### src/sv/zbuffer_triangle_rasterizer_unit_defines.svh
// Assertion macros for the z-buffer triangle rasterizer.
// Included by the top level only; relies on clk_i and rst_ni in scope.
`ifndef ZBUFFER_TRIANGLE_RASTERIZER_UNIT_DEFINES_SVH
`define ZBUFFER_TRIANGLE_RASTERIZER_UNIT_DEFINES_SVH

`define ZBTR_ASSERT_IMPL(lbl, ante, cons) \
  lbl: assert property (@(posedge clk_i) disable iff (!rst_ni) (ante) |-> (cons)) \
    else $error("zbtr assertion failed");

`define ZBTR_ASSERT_NEXT(lbl, ante, cons) \
  lbl: assert property (@(posedge clk_i) disable iff (!rst_ni) (ante) |=> (cons)) \
    else $error("zbtr assertion failed");

`endif

### src/sv/zbtr_ram.sv
// Generic single-port-write, single-port-read RAM with registered read data.
// No dependencies.
module zbtr_ram #(
  parameter int WIDTH = 16,
  parameter int DEPTH = 256
) (
  input  logic                     clk_i,
  input  logic                     we_i,
  input  logic [$clog2(DEPTH)-1:0] waddr_i,
  input  logic [WIDTH-1:0]         wdata_i,
  input  logic                     re_i,
  input  logic [$clog2(DEPTH)-1:0] raddr_i,
  output logic [WIDTH-1:0]         rdata_o
);
  logic [WIDTH-1:0] mem_q [DEPTH];

  always_ff @(posedge clk_i) begin
    if (we_i) begin
      mem_q[waddr_i] <= wdata_i;
    end
    if (re_i) begin
      rdata_o <= mem_q[raddr_i];
    end
  end
endmodule

### config.mk
export PLATFORM = sky130hd
export DESIGN_NAME = zbtr_ram
export DESIGN_NICKNAME = d
export VERILOG_FILES = /design/src/sv/zbuffer_triangle_rasterizer_unit_defines.svh /design/src/sv/zbtr_ram.sv
export SDC_FILE = /design/constraint.sdc
export NUM_CORES = 2
export LEC_CHECK = 0
export BUFFER_PORTS_ARGS = -buffer_cell sky130_fd_sc_hd__clkbuf_2
export CELL_PAD_IN_SITES_DETAIL_PLACEMENT = 0
export CELL_PAD_IN_SITES_GLOBAL_PLACEMENT = 2
export CORE_MARGIN = 3
export CORE_UTILIZATION = 51
export CTS_CLUSTER_DIAMETER = 30
export CTS_CLUSTER_SIZE = 8
export DETAILED_ROUTE_END_ITERATION = 16
export GPL_TIMING_DRIVEN = 1
export HOLD_SLACK_MARGIN = 0.08
export PLACE_DENSITY_LB_ADDON = 0.1
export SKIP_CTS_REPAIR_TIMING = 1
export SLEW_MARGIN = 10
export SYNTH_ARGS = -nofsm -noshare
export SYNTH_HDL_FRONTEND = slang
export SYNTH_SLANG_ARGS = --single-unit
### constraint.sdc
create_clock -name clk_i -period 3.5 [get_ports clk_i]
set_input_delay 0.35 -clock clk_i [delete_from_list [all_inputs] [get_ports clk_i]]
set_output_delay 0.35 -clock clk_i [all_outputs]
set_load 0.01 [all_outputs]
* Yosys cells after proc, flatten, opt, wreduce, memory -nomap -nowiden
Memory sizes are Yosys's and may differ from the RTL's. A register that Yosys moved wholly into a read port is not among the register bits.
Index checks and enable logic that the tools add are counted.
** Operators by class
- Multiplexer cells :: 2
- Reductions and logical operators :: 0
- Equality and inequality tests :: 0
- Bitwise logic cells :: 0
- Div/mod/pow operators :: 0
- $mul :: 0
- Shift-type cells :: 0
- Magnitude comparators :: 0
- Add/sub/neg operators :: 0
** Operators with widths (number)
- $mux 1 :: 2
** Storage, ports and cells
- ROM bits :: 0
- Bits in latches :: 0
- Output and inout bits :: 16
- Word-level logic and storage cells :: 3
- Flip-flop bits (word level) :: 0
- Bits in writable memories :: 4096
- Input bits :: 35
- Memories :: 1
** Memories
- mem_q :: depth 256, width 16, read ports 1, clocked after memory_dff 1, write ports 1, RTL line zbtr_ram.sv:15 : logic [WIDTH-1:0] mem_q [DEPTH];

* Logic depth before layout (Yosys ltp)
- Depth in word-level cells :: 2
- Mapped depth :: 12
- Gate-level depth less buffers :: 6

* Least setup slack after synthesis
OpenSTA, ideal clock, no wires.
- Path kind :: input -> register
- Start point :: input port raddr_i[0]
- End point :: register rdata_o[4], read port of mem_q (data pin)
- Setup slack :: 901 ps
- Setup time :: 265 ps
- Data arrival time :: 2334 ps
- Data required time :: 3235 ps
- Cell stages on the path :: 8
- Cell sequence :: buf_6 > buf_6 > buf_2 > mux4_2 > mux4_2 > a22o_1 > o32ai_2 > nor4_2
** RTL lines
- from (decl) :: RTL line zbtr_ram.sv:12 : input logic [$clog2(DEPTH)-1:0] raddr_i,
- to (decl) :: RTL line zbtr_ram.sv:13 : output logic [WIDTH-1:0] rdata_o

==> flow_metrics.py <==
metrics = {
    "status": {
        "status": "finished clean",
    },
    "clock_network": {
        "worstSkewPairLatency_ns": 1.04,
        "cts-buffers-inserted": 779,
        "cts_htree_levels": 6,
        "cts_tree": "done",
        "cts.path.max_buffers": 4,
        "clockRootBuffer": "clkbuf_16",
        "cts_sinks": 4112,
        "clk_pin_slew_ns": 0.05,
    },
    "synth": {
        "synth_cell_types": 51,
        "yosysSeqAreaShare_pct": 77.7,
        "postSynthAreaPerCell_um2": 21.6,
        "yosys_warnings": 0,
        "syn_nets": 7395,
        "netlist_area_um2": 159000,
        "synth_area_leader_cell": "edfxtp_1",
        "async_flop_share_pct": 0,
        "synth_flop_cell": "edfxtp_1",
        "ys_top_cells_by_area": "edfxtp_1 (78%), mux4_2 (11%), mux2i_1 (3.6%), o221ai_1 (1.4%), nor2_1 (0.72%)",
        "ys_seq_elements": 4112,
        "synth_cells": 7360,
        "synth_edf_count": 4112,
        "synth.top_cell.area_share_pct": 77.7,
    },
    "setup_path": {
        "worstPathRequired_ns": 4.25,
        "crit_top_cell": "mux4_2",
        "cp_slowest_cell": "o32ai_1",
        "critPathTopFamily": "compound AO/OA/AOI/OAI gates",
        "cp_cell_sequence": "mux4_2 > mux4_2 > a22o_1 > o32ai_1 > buf_4 > nor4_1",
        "crit_path_max_incr_delay_ns": 0.91,
        "endpoint_kind": "register",
        "startpoint_type": "register",
        "worstSetupPathType": "register to register",
        "cp.depth": 6,
        "arrival_ns": 4.06,
        "path_max_fanout": 1,
        "ff2ff_path_depth": 6,
        "crit_buf_inv": 1,
    },
    "grt": {
        "grt_use_total_pct": 28.2,
        "grt_pass1_wl_um": 635000,
        "antenna_found_initial": 32,
        "grt_start_max_net_pins": 120,
        "grt_pass1_vias": 83900,
        "overflow": 0,
    },
    "finish": {
        "layout_commonest_cell": "edfxtp_1",
        "syn_to_final_growth_pct": 23.0,
        "nFillCells": 21200,
        "layout_common_cells": "edfxtp_1 (4112), mux4_2 (797), clkbuf_16 (782)",
        "drive_above_1_share_pct": 32.6,
        "nets": 8591,
    },
    "sta": {
        "period_minus_slack_ns": 3.31,
        "post-route-period-util_pct": 94.5,
        "rsz0062_at_grt": "no",
        "tightestPinTransition_ns": 1.27,
        "setup_violations": 0,
        "finalMaxSlewViolations": 0,
        "fin_hold_ws_ns": 0.147,
        "fmax_mhz": 302,
        "hold_violations": 0,
        "clock_skew_ns": 0.0529,
        "tns_ns": 0,
        "slew_headroom_pct": 15.3,
    },
    "place": {
        "place_hpwl_um": 272000,
        "port_buffers": 50,
        "gp_congestion": 0.841,
    },
    "drt": {
        "drc_errors": 0,
        "ant_nets": 0,
        "via_per_inst": 6.24,
        "vias": 82900,
        "wl_um": 447000,
        "wire_per_inst_um": 33.7,
        "first_pass_iters": 6,
        "drtIter0Drc": 10200,
    },
    "floorplan": {
        "die-area_um2": 318000,
        "die_w_um": 564,
        "initial_core_util_pct": 51.4,
        "die_y_um": 564,
        "placementRows": 204,
        "io_pins": 51,
        "core_um2": 309000,
    },
    "min_path": {
        "hold_depth": 4,
        "min_path_type": "input port to register",
    },
    "power_and_ir_drop": {
        "p_leak_uw": 0.0649,
        "powerDensity_nw_per_um2": 674,
        "peakVddDrop_mv": 0.535,
    },
    "run": {
        "drv.max_cap_violation_count": 0,
    },
}
-- sequential cells by signal, summed over array words and instances, names as in the netlist --
signal,flops
rdata_o,16
mem_q,4096
-- tightest hold or removal path: stages --
cell      delay (ns)
clkbuf_2        0.17
nand4_1         0.16
nor2_1          0.06
buf_4           0.22
-- power by group --
part | switching [µW] | total, µW | internal [µW]
clock network | 24500 | 71700 | 47100
logic | 3510 | 5540 | 2030
registers | 82.4 | 54600 | 54500
-- path summary, 6_finish.rpt --
check,from,to,slack [ns]
min,waddr_i[1],mem_q[187][8]$_DFFE_PP_,0.15
max reg2reg,mem_q[55][2]$_DFFE_PP_,rdata_o[2]$_DFFE_PP_,0.19
max,mem_q[55][2]$_DFFE_PP_,rdata_o[2]$_DFFE_PP_,0.19
min reg2reg,mem_q[249][1]$_DFFE_PP_,rdata_o[1]$_DFFE_PP_,1.11
-- final cells by class --
class	instances	area, µm²	share of cell area, %
diodes	9	22.5	0.0115
clock buffers	894	20000	10.2
clock inverters	485	5650	2.89
inverters	4	27.5	0.0141
multi-input cells	2792	33000	16.9
flip-flops and latches	4112	123000	63.2
well taps	4120	5150	2.64
repair buffers	867	8120	4.15
-- stage by stage --
stage / util [%] / instances / power, µW / cell area, µm² / setup WS, ns
final: 63.2 / 13300 / 132000 / 195000 / 0.193
after global placement: 54.8 / 11900 / 60900 / 170000 / -0.636
after floorplan: - / 7360 / 58100 / 159000 / 0.901
after CTS: 63.1 / 13300 / 133000 / 195000 / 0.0291
after global routing: 63.2 / 13300 / 135000 / 195000 / 0.184
after detailed placement: 54.8 / 11900 / 61000 / 170000 / -0.586
-- cell usage after synthesis, types with 32 or more instances --
library cell,n
nand2_1,38
o22ai_1,148
mux2i_1,565
buf_2,76
mux2_2,88
a21oi_1,175
a22oi_1,43
nor3_1,92
mux4_2,797
o21ai_0,37
clkbuf_1,230
nand3_1,35
o221ai_1,252
edfxtp_1,4112
nor2_1,304
buf_6,77
a22o_1,32
-- logic make-up (layout without fill, tap and decap cells) --
family / Yosys count / in the layout / synth area share, %
flops: 4112 / 4112 / 77.7
mux: 1450 / 1450 / 15.5
compound gates: 786 / 786 / 3.53
simple gates: 556 / 556 / 1.57
buf+inv: 456 / 2250 / 1.69
other cells: 0 / 9 / 0
-- layer usage --
layer	vias up	GRT usage (%)	wire [µm]	part of all wire, %
met4	8	7.62	11600	2.6
li1	34000	-	-	-
met5	-	0	57	0.013
met1	44300	41.1	184000	41
met2	3901	44.1	213000	48
met3	665	5.35	38300	8.6
Power figures use the tool's default switching activity.
